### src/hw/rtl/assert_macros.svh
// ----------------------------------------------------------------------------
// assert_macros.svh
// Shared concurrent assertion macros, clocked on clk, disabled in reset.
// ----------------------------------------------------------------------------
`ifndef ASSERT_MACROS_SVH
`define ASSERT_MACROS_SVH

// Plain property, checked at every rising edge out of reset.
`define SBP_ASSERT(label, prop, msg) \
  label: assert property (@(posedge clk) disable iff (!rst_n) (prop)) \
    else $error(msg);

// Antecedent in this cycle, consequent in the next.
`define SBP_ASSERT_NEXT(label, ante, cons, msg) \
  label: assert property (@(posedge clk) disable iff (!rst_n) (ante) |=> (cons)) \
    else $error(msg);

`endif

### src/hw/rtl/sbp_pkg.sv
// ----------------------------------------------------------------------------
// sbp_pkg
// Shared types and constants of the stream buffer prefetcher.
// ----------------------------------------------------------------------------
package sbp_pkg;

  localparam int ADDR_WIDTH_DEF   = 8;
  localparam int BUFFER_DEPTH_DEF = 4;
  localparam int NUM_BUFFERS_DEF  = 3;

  localparam int IDX_W = 2;

  typedef enum logic [1:0] {
    ACT_NONE   = 2'd0,
    ACT_REFILL = 2'd1,
    ACT_ALLOC  = 2'd2
  } action_t;

  typedef struct packed {
    logic             cache_hit;
    action_t          action;
    logic [IDX_W-1:0] buffer_index;
  } sbp_result_t;

endpackage

### src/hw/rtl/stream_buffer_prefetcher.sv
// ----------------------------------------------------------------------------
// stream_buffer_prefetcher
// Access stream in, cache hit flag and stream buffer action out.
// ----------------------------------------------------------------------------
// One word per cycle in and out while out_stall stays low. A word accepted at
// one edge is looked up in the presence bitmap (registered memory read) and
// its result lands in the output register once the pipe advances, which
// raises out_valid. While a result waits under out_stall the whole pipe holds
// and in_stall is high. After reset all 2^ADDR_WIDTH entries (256 by default)
// of the bitmap memory are swept clear through its single write port, one
// entry a cycle, with in_stall high.
// ----------------------------------------------------------------------------
`include "assert_macros.svh"

module stream_buffer_prefetcher
  import sbp_pkg::*;
#(
  parameter int ADDR_WIDTH   = ADDR_WIDTH_DEF,
  parameter int BUFFER_DEPTH = BUFFER_DEPTH_DEF,
  parameter int NUM_BUFFERS  = NUM_BUFFERS_DEF
) (
  input  logic                  clk,
  input  logic                  rst_n,
  input  logic                  in_valid,
  output logic                  in_stall,
  input  logic [ADDR_WIDTH-1:0] in_addr,
  output logic                  out_valid,
  input  logic                  out_stall,
  output logic                  out_cache_hit,
  output logic [1:0]            out_action,
  output logic [IDX_W-1:0]      out_buffer_index
);

  logic                  advance;
  logic                  accept;
  logic                  fire;
  logic                  busy;
  logic                  present;
  logic                  s1_valid_r;
  logic [ADDR_WIDTH-1:0] s1_addr_r;
  logic                  out_valid_r;
  sbp_result_t           res;
  sbp_result_t           out_r;

  assign advance  = !out_valid_r || !out_stall;
  assign in_stall = busy || !advance;
  assign accept   = in_valid && !in_stall;
  assign fire     = s1_valid_r && advance;

  sbp_present #(
    .ADDR_WIDTH (ADDR_WIDTH)
  ) u_present (
    .clk     (clk),
    .rst_n   (rst_n),
    .rd_en   (accept),
    .rd_addr (in_addr),
    .wr_en   (fire),
    .wr_addr (s1_addr_r),
    .present (present),
    .busy    (busy)
  );

  sbp_streams #(
    .ADDR_WIDTH   (ADDR_WIDTH),
    .BUFFER_DEPTH (BUFFER_DEPTH),
    .NUM_BUFFERS  (NUM_BUFFERS)
  ) u_streams (
    .clk     (clk),
    .rst_n   (rst_n),
    .fire    (fire),
    .present (present),
    .addr    (s1_addr_r),
    .result  (res)
  );

  always_ff @(posedge clk) begin
    if (!rst_n) begin
      s1_valid_r  <= 1'b0;
      out_valid_r <= 1'b0;
    end else if (advance) begin
      s1_valid_r  <= accept;
      out_valid_r <= s1_valid_r;
    end
  end

  always_ff @(posedge clk) begin
    if (accept) begin
      s1_addr_r <= in_addr;
    end
    if (fire) begin
      out_r <= res;
    end
  end

  assign out_valid        = out_valid_r;
  assign out_cache_hit    = out_r.cache_hit;
  assign out_action       = out_r.action;
  assign out_buffer_index = out_r.buffer_index;

  `SBP_ASSERT(a_hit_action, !out_valid_r || (out_cache_hit == (out_action == ACT_NONE)),
              "hit flag and action disagree")
  `SBP_ASSERT(a_no_word_clear, !busy || !s1_valid_r,
              "word in flight during bitmap clear")

endmodule

### src/hw/rtl/sbp_present.sv
// ----------------------------------------------------------------------------
// sbp_present
// Presence bitmap memory with registered read, same-word write forwarding
// and a clearing sweep after reset.
// ----------------------------------------------------------------------------
`include "assert_macros.svh"

module sbp_present
  import sbp_pkg::*;
#(
  parameter int ADDR_WIDTH = ADDR_WIDTH_DEF
) (
  input  logic                  clk,
  input  logic                  rst_n,
  input  logic                  rd_en,
  input  logic [ADDR_WIDTH-1:0] rd_addr,
  input  logic                  wr_en,
  input  logic [ADDR_WIDTH-1:0] wr_addr,
  output logic                  present,
  output logic                  busy
);

  localparam int MEM_DEPTH = 1 << ADDR_WIDTH;

  logic                  mem [MEM_DEPTH];
  logic                  rd_r;
  logic                  clearing_r, clearing_nxt;
  logic [ADDR_WIDTH-1:0] clr_cnt_r, clr_cnt_nxt;
  logic                  fwd;

  always_comb begin
    clearing_nxt = clearing_r;
    clr_cnt_nxt  = clr_cnt_r;
    if (clearing_r) begin
      clr_cnt_nxt = clr_cnt_r + ADDR_WIDTH'(1);
      if (clr_cnt_r == {ADDR_WIDTH{1'b1}}) begin
        clearing_nxt = 1'b0;
      end
    end
  end

  always_ff @(posedge clk) begin
    if (!rst_n) begin
      clearing_r <= 1'b1;
      clr_cnt_r  <= '0;
    end else begin
      clearing_r <= clearing_nxt;
      clr_cnt_r  <= clr_cnt_nxt;
    end
  end

  always_ff @(posedge clk) begin
    if (clearing_r) begin
      mem[clr_cnt_r] <= 1'b0;
    end else if (wr_en) begin
      mem[wr_addr] <= 1'b1;
    end
  end

  // write in the same edge as the read: take the new value
  assign fwd = wr_en && (wr_addr == rd_addr);

  always_ff @(posedge clk) begin
    if (rd_en) begin
      rd_r <= mem[rd_addr] | fwd;
    end
  end

  assign present = rd_r;
  assign busy    = clearing_r;

  `SBP_ASSERT_NEXT(a_fwd_seen, rd_en && wr_en && (wr_addr == rd_addr), present,
                   "forwarded write not seen by read")

endmodule

### src/hw/rtl/sbp_streams.sv
// ----------------------------------------------------------------------------
// sbp_streams
// Stream buffer entries: parallel lookup, refill or allocate on a cache miss.
// ----------------------------------------------------------------------------
`include "assert_macros.svh"

module sbp_streams
  import sbp_pkg::*;
#(
  parameter int ADDR_WIDTH   = ADDR_WIDTH_DEF,
  parameter int BUFFER_DEPTH = BUFFER_DEPTH_DEF,
  parameter int NUM_BUFFERS  = NUM_BUFFERS_DEF
) (
  input  logic                  clk,
  input  logic                  rst_n,
  input  logic                  fire,
  input  logic                  present,
  input  logic [ADDR_WIDTH-1:0] addr,
  output sbp_result_t           result
);

  localparam int BW = $clog2(NUM_BUFFERS + 1);
  localparam int CW = (BW < IDX_W) ? IDX_W : BW;

  logic [ADDR_WIDTH-1:0] ent_r [NUM_BUFFERS][BUFFER_DEPTH];
  logic [CW-1:0]         in_use_r, in_use_nxt;
  logic [NUM_BUFFERS-1:0] hold;
  logic [NUM_BUFFERS-1:0] sel;
  logic                  found;
  logic [CW-1:0]         tgt;
  logic [CW-1:0]         chosen;
  logic                  upd;

  always_comb begin
    hold = '0;
    for (int b = 0; b < NUM_BUFFERS; b++) begin
      if (CW'(b) < in_use_r) begin
        for (int i = 0; i < BUFFER_DEPTH; i++) begin
          if (ent_r[b][i] == addr) begin
            hold[b] = 1'b1;
          end
        end
      end
    end
  end

  always_comb begin
    found      = 1'b0;
    tgt        = '0;
    in_use_nxt = in_use_r;
    for (int b = NUM_BUFFERS - 1; b >= 0; b--) begin
      if (hold[b]) begin
        found = 1'b1;
        tgt   = CW'(b);
      end
    end
    if (!found) begin
      if (in_use_r < CW'(NUM_BUFFERS)) begin
        tgt        = in_use_r;
        in_use_nxt = in_use_r + CW'(1);
      end else begin
        tgt = CW'(NUM_BUFFERS - 1);
      end
    end
    for (int b = 0; b < NUM_BUFFERS; b++) begin
      sel[b] = (tgt == CW'(b));
    end
    chosen = tgt + CW'(1);
  end

  always_comb begin
    result.cache_hit    = present;
    result.action       = ACT_NONE;
    result.buffer_index = '0;
    if (!present) begin
      result.action       = found ? ACT_REFILL : ACT_ALLOC;
      result.buffer_index = chosen[IDX_W-1:0];
    end
  end

  assign upd = fire && !present;

  always_ff @(posedge clk) begin
    if (!rst_n) begin
      in_use_r <= '0;
    end else if (upd) begin
      in_use_r <= in_use_nxt;
    end
  end

  always_ff @(posedge clk) begin
    if (upd) begin
      for (int b = 0; b < NUM_BUFFERS; b++) begin
        if (sel[b]) begin
          for (int i = 0; i < BUFFER_DEPTH; i++) begin
            ent_r[b][i] <= addr + ADDR_WIDTH'(i + 1);
          end
        end
      end
    end
  end

  `SBP_ASSERT(a_in_use_max, in_use_r <= CW'(NUM_BUFFERS),
              "buffer count above number of buffers")
  `SBP_ASSERT(a_refill_alloc, !(upd && found) || (tgt < in_use_r),
              "refill of an unallocated buffer")

endmodule

### config.mk
export PLATFORM = sky130hd
export DESIGN_NAME = stream_buffer_prefetcher
export DESIGN_NICKNAME = d
export VERILOG_FILES = /design/src/hw/rtl/sbp_pkg.sv /design/src/hw/rtl/stream_buffer_prefetcher.sv /design/src/hw/rtl/sbp_present.sv /design/src/hw/rtl/sbp_streams.sv
export VERILOG_INCLUDE_DIRS = /design/src /design/src/hw/rtl
export SDC_FILE = /design/constraint.sdc
export NUM_CORES = 1
export LEC_CHECK = 0
export BUFFER_PORTS_ARGS = -buffer_cell sky130_fd_sc_hd__buf_2
export CORE_UTILIZATION = 55
export DETAILED_ROUTE_END_ITERATION = 8
export GPL_ROUTABILITY_DRIVEN = 0
export PLACE_DENSITY = 0.81
export RECOVER_POWER = 50
export SYNTH_ARGS = -nofsm -noshare
export SYNTH_HDL_FRONTEND = slang
export SYNTH_SLANG_ARGS = --single-unit
### constraint.sdc
create_clock -name clk -period 4.4 [get_ports clk]
set_clock_uncertainty 0.2 [all_clocks]
set_input_delay 0.66 -clock clk [delete_from_list [all_inputs] [get_ports clk]]
set_output_delay 0.66 -clock clk [all_outputs]
set_load 0.02 [all_outputs]
==> flow_metrics.env, run 1 <==
export IMPL_status="complete, but fails checks"
export IMPL_violations="max-capacitance violations, max-slew violations"
export IMPL_drc_errors=0
export IMPL_end_kind="flip-flop"
export IMPL_worst_slack_ns=0.576
export IMPL_fin_crit_sh_pct=86.9
export IMPL_vias=10110
export IMPL_final_antenna_net_count=0
export IMPL_synth_top_family_by_area="simple AND/OR/NAND/NOR gates"
export IMPL_setup_viol=0
export IMPL_cts_sinks=373
export IMPL_coreArea_um2=30000
export IMPL_ys_warnings_count=0
export IMPL_dpl_cell_count=1567
export IMPL_avgSynthCellArea_um2=14.1
export IMPL_path_max_fanout=26
export IMPL_r2r_slack_ns=0.68
export IMPL_die_x_um=177
export IMPL_synth_edf_count=360
export IMPL_syn_inst=1202
export IMPL_synthTopCellsByArea="edfxtp_1, nor2_1, mux4_2"
export IMPL_rsz0062_at_grt="false"
export IMPL_layout_nets=1243
export IMPL_leakage_nw=5.55
export IMPL_die_y_um=177
export IMPL_syn_num_nets=1227
export IMPL_grt_max_degree=101
export IMPL_synth_top_area_cell="edfxtp_1"
export IMPL_startpoint_type="input port"
export IMPL_dr_pass1_iters=5
export IMPL_required_ns=4.46
export IMPL_muxShareOfSynthArea_pct=9.71
export IMPL_grt_overflow=0
export IMPL_ys_seq_elements=373
export IMPL_arrival_ns=3.88
export IMPL_drt_iter0_drc=1330
export IMPL_netlist_area_um2=16900
export IMPL_maxSlewHeadroom_pct=-16.5
export IMPL_synth_xor_area_share_pct=6.32
export IMPL_finalCriticalPeriod_ns=3.82
export IMPL_synthAdderAreaFrac_pct=0.961
export IMPL_synth_top_area_share_pct=63.9
export IMPL_synthSimpleGateAreaFrac_pct=11.4
export IMPL_via_per_inst=6.18
export IMPL_drive_above_1_share_pct=10.8
export IMPL_fp_row_count=63
export IMPL_hold_class="input port to flip-flop"
export IMPL_cts_resized=0
export IMPL_dp_hpwl_mm=22.9
export IMPL_insertion_delay_ns=0.54
export IMPL_drv_cap=3
export IMPL_grt_first_pass_wirelength_mm=57.1
export IMPL_fmax_mhz=261
export IMPL_fillers=2174
export IMPL_worstSetupPathType="input port to flip-flop"
export IMPL_clock_tree_root_cell="clkbuf_16"
export IMPL_area_growth_pct=9.04
export IMPL_hold_viol=0
export IMPL_start_util_pct=56.5
export IMPL_ys_types=55
export IMPL_place_ws_ns=0.707
export IMPL_drv_slew=158
export IMPL_wl_mm=37.0
export IMPL_cts_tree="built"
export IMPL_yosys_most_used_dff="edfxtp_1"
export IMPL_synth_compound_area_share_pct=3.08
export IMPL_post_drt_wl_per_cell_um=22.6
export IMPL_die_area_um2=31500
export IMPL_layout_cells_non_filler=1637
export IMPL_yosysSeqAreaShare_pct=65.4
export IMPL_ir_drop_uv=320
export IMPL_synth_common_cells="edfxtp_1, nor2_1, xnor2_1, nand2_1, xor2_1"
export IMPL_io_buffers=18
export IMPL_clockBufferDepth=3
export IMPL_synth_most_common_cell="edfxtp_1"
export IMPL_postCtsSetupRepairBufs=0
export IMPL_async_reset_ff_share_pct=0
export IMPL_grt_pass1_vias=9956
export IMPL_h_tree_depth=2
export IMPL_cellPowerDensity_nw_per_um2=383
export IMPL_design_area_um2=18500
export IMPL_place_area_um2=17400
export IMPL_totalNegativeSetupSlack_ns=0
export IMPL_cts_buffers=39
export IMPL_hold_buffers=0
export IMPL_antenna_found_initial=0
export IMPL_grt_usage_pct=24.3
export IMPL_fin_hold_ws_ns=0.253
export IMPL_tightestPinTransition_ns=1.75
export IMPL_path_clk_slew_ns=0.06
export IMPL_ios=19
[per-stage QoR]
stage	utilization (%)	total power, mW
2_1_floorplan	-	4.07
3_3_place_gp	57.9	4.12
3_5_place_dp	57.9	4.13
4_1_cts	61.8	7.09
5_1_grt	61.6	7.23
6_report	61.6	7.07
[flip-flops by register name, summed over array words and instances (netlist names)]
register	cells
out_buffer_index	2
u_streams.ent_r	90
out_cache_hit	1
s1_addr_r	8
u_present.mem	256
u_streams.in_use_r	2
u_present.clr_cnt_r	8
s1_valid_r	1
u_present.busy	1
u_present.present	1
out_action	2
out_valid	1
[worst max-delay path: stages]
cell and delay, ns:
clkbuf_1 1.21, buf_4 0.37, mux4_1 0.36, a211oi_1 0.25, or4_1 0.18, o41ai_1 0.09
nor4_1 0.58, o311ai_1 0.16
[layer usage]
layer / global-route usage, % / part of all wire [%]
met3: 3.96 / 8.8
met2: 39.6 / 48
met5: 0 / 0
met1: 33.7 / 40
met4: 7.94 / 2.6
[power by group]
group / total (mW) / internal [mW] / switching (mW)
Combinational: 0.209 / 0.0768 / 0.132
Clock: 3.01 / 1.67 / 1.35
Sequential: 3.85 / 3.84 / 0.00555
Total: 7.07 / 5.58 / 1.48
[worst paths after layout]
| kind | endpoint | start | cells after the start |
|---|---|---|---|
| max | u_present.present$_DFFE_PP_ | in_addr[1] | 8 |
| min | out_valid$_SDFFE_PN0N_ | out_stall | 3 |
| max reg2reg | u_present.mem[206]$_DFFE_PP_ | u_present.busy$_SDFF_PN1_ | 9 |
| min reg2reg | u_streams.in_use_r[0]$_SDFFE_PN0P_ | u_streams.in_use_r[0]$_SDFFE_PN0P_ | 2 |
[kinds of logic (layout without fill, tap and decap cells)]
kind of cell / count (synthesis) / count (layout)
adder cells (fa/ha/maj): 13 / 13
multiplexers: 84 / 84
AO/OA/AOI/OAI: 77 / 77
flip-flops: 373 / 373
other: 0 / 1
AND/OR/NAND/NOR: 442 / 442
XOR/XNOR: 122 / 122
buffers and inverters: 91 / 135
[layout make-up]
type / count / area (µm²) / share of cell area [%]
inverters: 11 / 46.3 / 0.251
diodes: 1 / 2.50 / 0.0136
clock buffers: 46 / 1020 / 5.55
multi-input cells: 738 / 5310 / 28.8
repair buffers: 55 / 378 / 2.05
clock inverters: 23 / 129 / 0.698
flip-flops and latches: 373 / 11100 / 60.0
well taps: 390 / 488 / 2.64
[placed cells by master, fill, tap and decap left out, drive strengths merged, types with 2 or more instances in the layout]
cell type,n
a21oi,9
ha,13
nor3,10
a211oi,12
nor2b,6
clkinv,19
inv,12
o31ai,4
and3,2
and2,10
clkinvlp,3
buf,34
mux4,59
a22oi,8
o211ai,2
nand3,17
o41ai,2
a21boi,3
o21ai,15
and2b,2
o22ai,16
or3,6
nand2,62
nand2b,10
xor2,47
nand4,18
mux2i,25
clkbuf,67
nand3b,9
dfxtp,13
xnor2,75
nor2,274
edfxtp,360
nor4,12
Note: power is estimated with default switching activity, not from simulation.
==> run 2: changes to the inputs <==
--- a/config.mk
+++ b/config.mk
@@ -14,4 +14,5 @@
 export RECOVER_POWER = 50
 export SYNTH_ARGS = -nofsm -noshare
 export SYNTH_HDL_FRONTEND = slang
+export SYNTH_HIERARCHICAL = 1
 export SYNTH_SLANG_ARGS = --single-unit
==> flow_metrics.env, run 2 <==
export IMPL_final_core_util_pct=61.0
export IMPL_final_common_cell="edfxtp_1"
export IMPL_start_util_pct=55.9
export IMPL_grt_usage_pct=23.7
export IMPL_area_growth_pct=9.14
export IMPL_hp_start="rst_n"
export IMPL_end_kind="flip-flop"
export IMPL_fin_crit_sh_pct=85.8
export IMPL_fmax_mhz=265
export IMPL_reg2regPathDepth=10
export IMPL_cts_tree="built"
export IMPL_antenna_found_initial=0
export IMPL_synth_common_cells="edfxtp_1, nor2_1, xnor2_1, nand2_1, mux4_2"
export IMPL_syn_inst=1208
export IMPL_grt_pass1_vias=10040
export IMPL_h_tree_depth=2
export IMPL_syn_num_nets=1233
export IMPL_largestRegisters="u_present/mem: 256 flops, u_streams/ent_r: 90 flops"
export IMPL_worst_slack_ns=0.626
export IMPL_postCtsSetupRepairBufs=0
export IMPL_tightestPinTransition_ns=2.22
export IMPL_synth_edf_count=360
export IMPL_rsz0062_at_grt="false"
export IMPL_regMostFlops="u_present/mem"
export IMPL_drv_slew=84
export IMPL_wl_mm=36.7
export IMPL_drive_above_1_share_pct=13.2
export IMPL_rr_startpoint="s1_addr_r[2]$_DFFE_PP_"
export IMPL_diodes=0
export IMPL_whs_endpoint="u_present/busy$_SDFF_PN1_"
export IMPL_switchingPower_mw=1.46
export IMPL_fp_row_count=64
export IMPL_cts_resized=0
export IMPL_hold_buffers=0
export IMPL_clockBufferDepth=3
export IMPL_maxSlewHeadroom_pct=-48.2
export IMPL_clock_tree_root_cell="clkbuf_16"
export IMPL_hold_viol=0
export IMPL_swShare_pct=20.0
export IMPL_violations="max-capacitance violations, max-slew violations"
export IMPL_cellPowerDensity_nw_per_um2=394
export IMPL_die_y_um=178
export IMPL_grt_first_pass_wirelength_mm=56.1
export IMPL_dr_pass1_iters=5
export IMPL_cts_sinks=373
export IMPL_ys_warnings_count=6
export IMPL_ir_drop_uv=239
export IMPL_synthTopCellsByArea="edfxtp_1, mux4_2, nor2_1"
export IMPL_synth_top_area_cell="edfxtp_1"
export IMPL_internal_power_mw=5.87
export IMPL_cts_buffers=38
export IMPL_drc_errors=0
export IMPL_pwr_share_seq_pct=52.4
export IMPL_grt_overflow=0
export IMPL_post_drt_wl_per_cell_um=22.4
export IMPL_drt_iter0_drc=1262
export IMPL_final_antenna_net_count=0
export IMPL_fin_hold_ws_ns=0.234
export IMPL_p_comb_share_pct=3.1
export IMPL_die_area_um2=31700
export IMPL_finalCriticalPeriod_ns=3.77
export IMPL_coreArea_um2=30500
export IMPL_io_buffers=18
export IMPL_clkPwrFrac_pct=44.5
export IMPL_synth_top_area_share_pct=63.4
export IMPL_status="complete, but fails checks"
export IMPL_r2r_slack_ns=0.63
export IMPL_min_path_cells=2
export IMPL_final_cell_mix="edfxtp_1, nor2_1, xnor2_1"
export IMPL_leakage_nw=5.81
export IMPL_vias=10158
export IMPL_startpoint_type="flip-flop"
export IMPL_grt_max_degree=208
export IMPL_r2r_end="u_streams/ent_r[2][15]$_DFFE_PP_"
export IMPL_largest_reg_flops=256
export IMPL_insertion_delay_ns=0.54
export IMPL_ys_seq_elements=373
export IMPL_drv_cap=3
export IMPL_hold_class="input port to flip-flop"
export IMPL_setup_viol=0
export IMPL_required_ns=4.36
export IMPL_path_max_fanout=30
export IMPL_place_ws_ns=0.509
export IMPL_yosys_most_used_dff="edfxtp_1"
export IMPL_die_x_um=178
export IMPL_synth_most_common_cell="edfxtp_1"
export IMPL_ys_types=58
export IMPL_netlist_area_um2=17000
export IMPL_total_power_mw=7.34
export IMPL_dp_hpwl_mm=22.0
export IMPL_yosysSeqAreaShare_pct=64.9
export IMPL_via_per_inst=6.21
export IMPL_avgSynthCellArea_um2=14.1
export IMPL_arrival_ns=3.73
export IMPL_ios=19
export IMPL_path_clk_slew_ns=0.06
export IMPL_async_reset_ff_share_pct=0
export IMPL_worstSetupPathType="flip-flop to flip-flop"
export IMPL_layout_nets=1238
export IMPL_totalNegativeSetupSlack_ns=0
## run 2: cell types whose count changed in the layout (fill, tap and decap cells not counted), moves of 7 or more
cell / previous run / this run
clkinv_1: 14 / 7
a211oi_1: 11 / 3
nand3_1: 17 / 31
nand2_1: 58 / 73
mux4_2: 42 / 70
o22ai_1: 16 / 4
nor3_1: 10 / 1
o21ai_0: 14 / 6
nand3b_1: 9 / 22
mux2i_1: 25 / 11
mux4_1: 17 / 0
## run 2: cell type report
type,count,area (µm²)
fillers,2147,11900
flip-flops and latches,373,11100
multi-input cells,743,5450
clock buffers,48,1020
well taps,396,495
repair buffers,46,288
clock inverters,19,236
inverters,11,46.3
## run 2: per-stage QoR
step / std cells / instance area [µm²]
floorplan: 1208 / 17100
global placement: 1569 / 17400
detailed placement: 1569 / 17400
CTS: 1636 / 18600
global route: 1636 / 18600
finish: 1636 / 18600
## run 2: kinds of logic after synthesis
logic type,count (synthesis),share of synthesized area (%)
simple gates,477,12.5
fa+ha+maj,13,0.954
flops,373,64.9
mux,83,10.0
compound gates,47,2.19
buf+inv,92,3.08
xor+xnor,123,6.32
## run 2: how the worst max path moves through the flow
| stage | slack [ns] | depth (start not counted) | startpoint | endpoint |
|---|---|---|---|---|
| final | 0.63 | 10 | s1_addr_r[2]$_DFFE_PP_ | u_streams/ent_r[2][15]$_DFFE_PP_ |
| after global routing | 0.44 | 10 | s1_addr_r[2]$_DFFE_PP_ | u_streams/ent_r[2][11]$_DFFE_PP_ |
| after CTS | 0.63 | 9 | s1_addr_r[1]$_DFFE_PP_ | u_streams/ent_r[0][9]$_DFFE_PP_ |
| after detailed placement | 0.51 | 10 | out_stall | u_present/mem[89]$_DFFE_PP_ |
| after global placement | 0.69 | 10 | out_stall | u_present/mem[73]$_DFFE_PP_ |
| after floorplan | 0.15 | 9 | out_stall | u_present/mem[140]$_DFFE_PP_ |
## run 2: power groups by stage
stage | Clock (mW) | Sequential [mW] | Combinational [mW]
final | 3.27 | 3.84 | 0.226
after global routing | 3.43 | 3.84 | 0.239
after CTS | 3.30 | 3.84 | 0.223
after detailed placement | 0 | 3.92 | 0.221
after global placement | 0 | 3.92 | 0.220
after floorplan | 0 | 3.92 | 0.157
## run 2: routing by layer
metal	part of all wire (%)	global-route usage, %
met3	9.4	4.48
met2	48	37.7
met1	40	32.5
met4	2.8	8.62
met5	0	0
## run 2: worst max-delay path, cell delays in order (launching register included)
cell	delay, ns
edfxtp_1	0.97
clkbuf_1	0.50
xnor2_1	0.15
nand4_1	0.12
nor2_1	0.08
o41ai_4	0.32
o21ai_1	0.19
nand2_1	0.15
ha_1	0.16
and2_1	0.13
buf_4	0.39
==> run 3: changes to the inputs <==
--- a/config.mk
+++ b/config.mk
@@ -7,10 +7,10 @@
 export NUM_CORES = 1
 export LEC_CHECK = 0
 export BUFFER_PORTS_ARGS = -buffer_cell sky130_fd_sc_hd__buf_2
-export CORE_UTILIZATION = 55
+export CORE_UTILIZATION = 35
 export DETAILED_ROUTE_END_ITERATION = 8
 export GPL_ROUTABILITY_DRIVEN = 0
-export PLACE_DENSITY = 0.81
+export PLACE_DENSITY = 0.58
 export RECOVER_POWER = 50
 export SYNTH_ARGS = -nofsm -noshare
 export SYNTH_HDL_FRONTEND = slang
==> constraint.sdc (replaced) <==
create_clock -name clk -period 3.2 [get_ports clk]
set_clock_uncertainty 0.2 [all_clocks]
set_input_delay 0.16 -clock clk [delete_from_list [all_inputs] [get_ports clk]]
set_output_delay 0.16 -clock clk [all_outputs]
set_load 0.02 [all_outputs]
==> flow_metrics.env, run 3 (synthesized netlist as in run 2, its figures left out) <==
export IMPL_worstPathCellList="clkbuf_1 -> buf_12 -> mux4_2 -> mux2_2 -> o21ai_0 -> o21ai_0 -> nor4_1 -> buf_4 -> o311ai_1"
export IMPL_antenna_found_initial=0
export IMPL_final_antenna_net_count=0
export IMPL_io_buffers=18
export IMPL_status="complete, but fails checks"
export IMPL_fin_hold_ws_ns=0.0191
export IMPL_cpMaxStageDelayCell="clkbuf_1"
export IMPL_diodes=0
export IMPL_dpl_cell_count=1825
export IMPL_area_growth_pct=14.3
export IMPL_totalNegativeSetupSlack_ns=0
export IMPL_final_cell_mix="edfxtp_1, nor2_1, xnor2_1"
export IMPL_post_drt_wl_per_cell_um=20.5
export IMPL_grt_overflow=0
export IMPL_largest_reg_flops=256
export IMPL_tightestPinTransition_ns=1.92
export IMPL_drc_errors=0
export IMPL_hold_class="input port to flip-flop"
export IMPL_coreArea_um2=47800
export IMPL_worst_slack_ns=0.148
export IMPL_grt_usage_pct=15.9
export IMPL_maxSlewHeadroom_pct=-27.9
export IMPL_required_ns=3.31
export IMPL_cpPeakStageDelay_ns=1.15
export IMPL_die_area_um2=49600
export IMPL_grt_max_degree=113
export IMPL_cp_common_cell="o21ai_0"
export IMPL_die_y_um=223
export IMPL_drv_cap=2
export IMPL_hold_buffers=6
export IMPL_die_x_um=223
export IMPL_total_power_mw=10.6
export IMPL_cts_resized=0
export IMPL_cts_buffers=42
export IMPL_design_area_um2=19500
export IMPL_layout_nets=1285
export IMPL_postCtsSetupRepairBufs=0
export IMPL_ios=19
export IMPL_vias=9952
export IMPL_place_area_um2=18100
export IMPL_leakage_nw=6.12
export IMPL_insertion_delay_ns=0.58
export IMPL_fp_row_count=80
export IMPL_final_common_cell="edfxtp_1"
export IMPL_path_max_fanout=22
export IMPL_startpoint_type="input port"
export IMPL_violations="max-capacitance violations, max-slew violations"
export IMPL_grt_pass1_vias=9884
export IMPL_h_tree_depth=2
export IMPL_place_ws_ns=0.246
export IMPL_final_core_util_pct=40.7
export IMPL_start_util_pct=35.6
export IMPL_wl_mm=39.1
export IMPL_rsz0062_at_grt="false"
export IMPL_fmax_mhz=328
export IMPL_drt_iter0_drc=1023
export IMPL_hold_viol=0
export IMPL_dr_pass1_iters=6
export IMPL_worstSetupPathType="input port to flip-flop"
export IMPL_end_kind="flip-flop"
export IMPL_clock_tree_root_cell="clkbuf_16"
export IMPL_via_per_inst=5.22
export IMPL_arrival_ns=3.16
export IMPL_cts_tree="built"
export IMPL_ir_drop_uv=334
export IMPL_path_clk_slew_ns=0.06
export IMPL_cellPowerDensity_nw_per_um2=542
export IMPL_cts_sinks=373
export IMPL_grt_first_pass_wirelength_mm=59.9
export IMPL_clockBufferDepth=3
export IMPL_setup_viol=0
export IMPL_layout_cells_non_filler=1907
export IMPL_fin_crit_sh_pct=95.4
export IMPL_largestRegisters="u_present/mem: 256 flops, u_streams/ent_r: 90 flops"
export IMPL_finalCriticalPeriod_ns=3.05
export IMPL_regMostFlops="u_present/mem"
export IMPL_drive_above_1_share_pct=16.4
export IMPL_drv_slew=49
export IMPL_dp_hpwl_mm=24.2
## run 3: cell types whose count changed in the layout (fill, tap and decap cells not counted), sizes merged
cell         before  now
buf              26   49
clkbuf           68   87
clkinv           10   14
clkinvlp          1    0
dlygate4sd3       0    6
inv              14   15
## run 3: final cells by class
class                      instances  area, µm²
timing repair buffer              89        748
clock inverter                    23        298
clock buffer                      53       1120
sequential                       373      11100
inverter                          11       46.3
tap                              615        769
multi-input combinational        743       5440
fill                            4392      28400
## run 3: power breakdown
group / switching, mW / leakage [nW] / internal, mW
clock: 2.01 / 0.701 / 2.93
sequential: 0.00874 / 3.41 / 5.28
combinational: 0.196 / 2.01 / 0.140
total: 2.21 / 6.12 / 8.35
## run 3: path summary, 6_finish.rpt
kind,start,end,slack [ns],depth (start not counted)
worst min-delay path,in_addr[0],s1_addr_r[0]$_DFFE_PP_,0.02,2
worst min register to register,s1_valid_r$_SDFFE_PN0N_,out_valid$_SDFFE_PN0N_,0.32,2
worst max-delay path,in_addr[1],u_present/present$_DFFE_PP_,0.15,9
worst max register to register,s1_addr_r[0]$_DFFE_PP_,u_streams/ent_r[0][9]$_DFFE_PP_,0.20,9
## run 3: routing by layer
metal / GRT usage (%) / wire (µm) / up-vias
li1: - / - / 4519
met2: 24.2 / 17800 / 290
met1: 22.8 / 18000 / 5084
met5: 0 / 0 / -
met4: 4.87 / 844 / 0
met3: 3.16 / 2420 / 59
## run 3: critical path, delay by kind of cell
| family | cells | cell delay [ns] |
|---|---|---|
| compound gates | 3 | 0.35 |
| buf+inv | 3 | 1.62 |
| mux | 2 | 0.58 |
| simple gates | 1 | 0.44 |
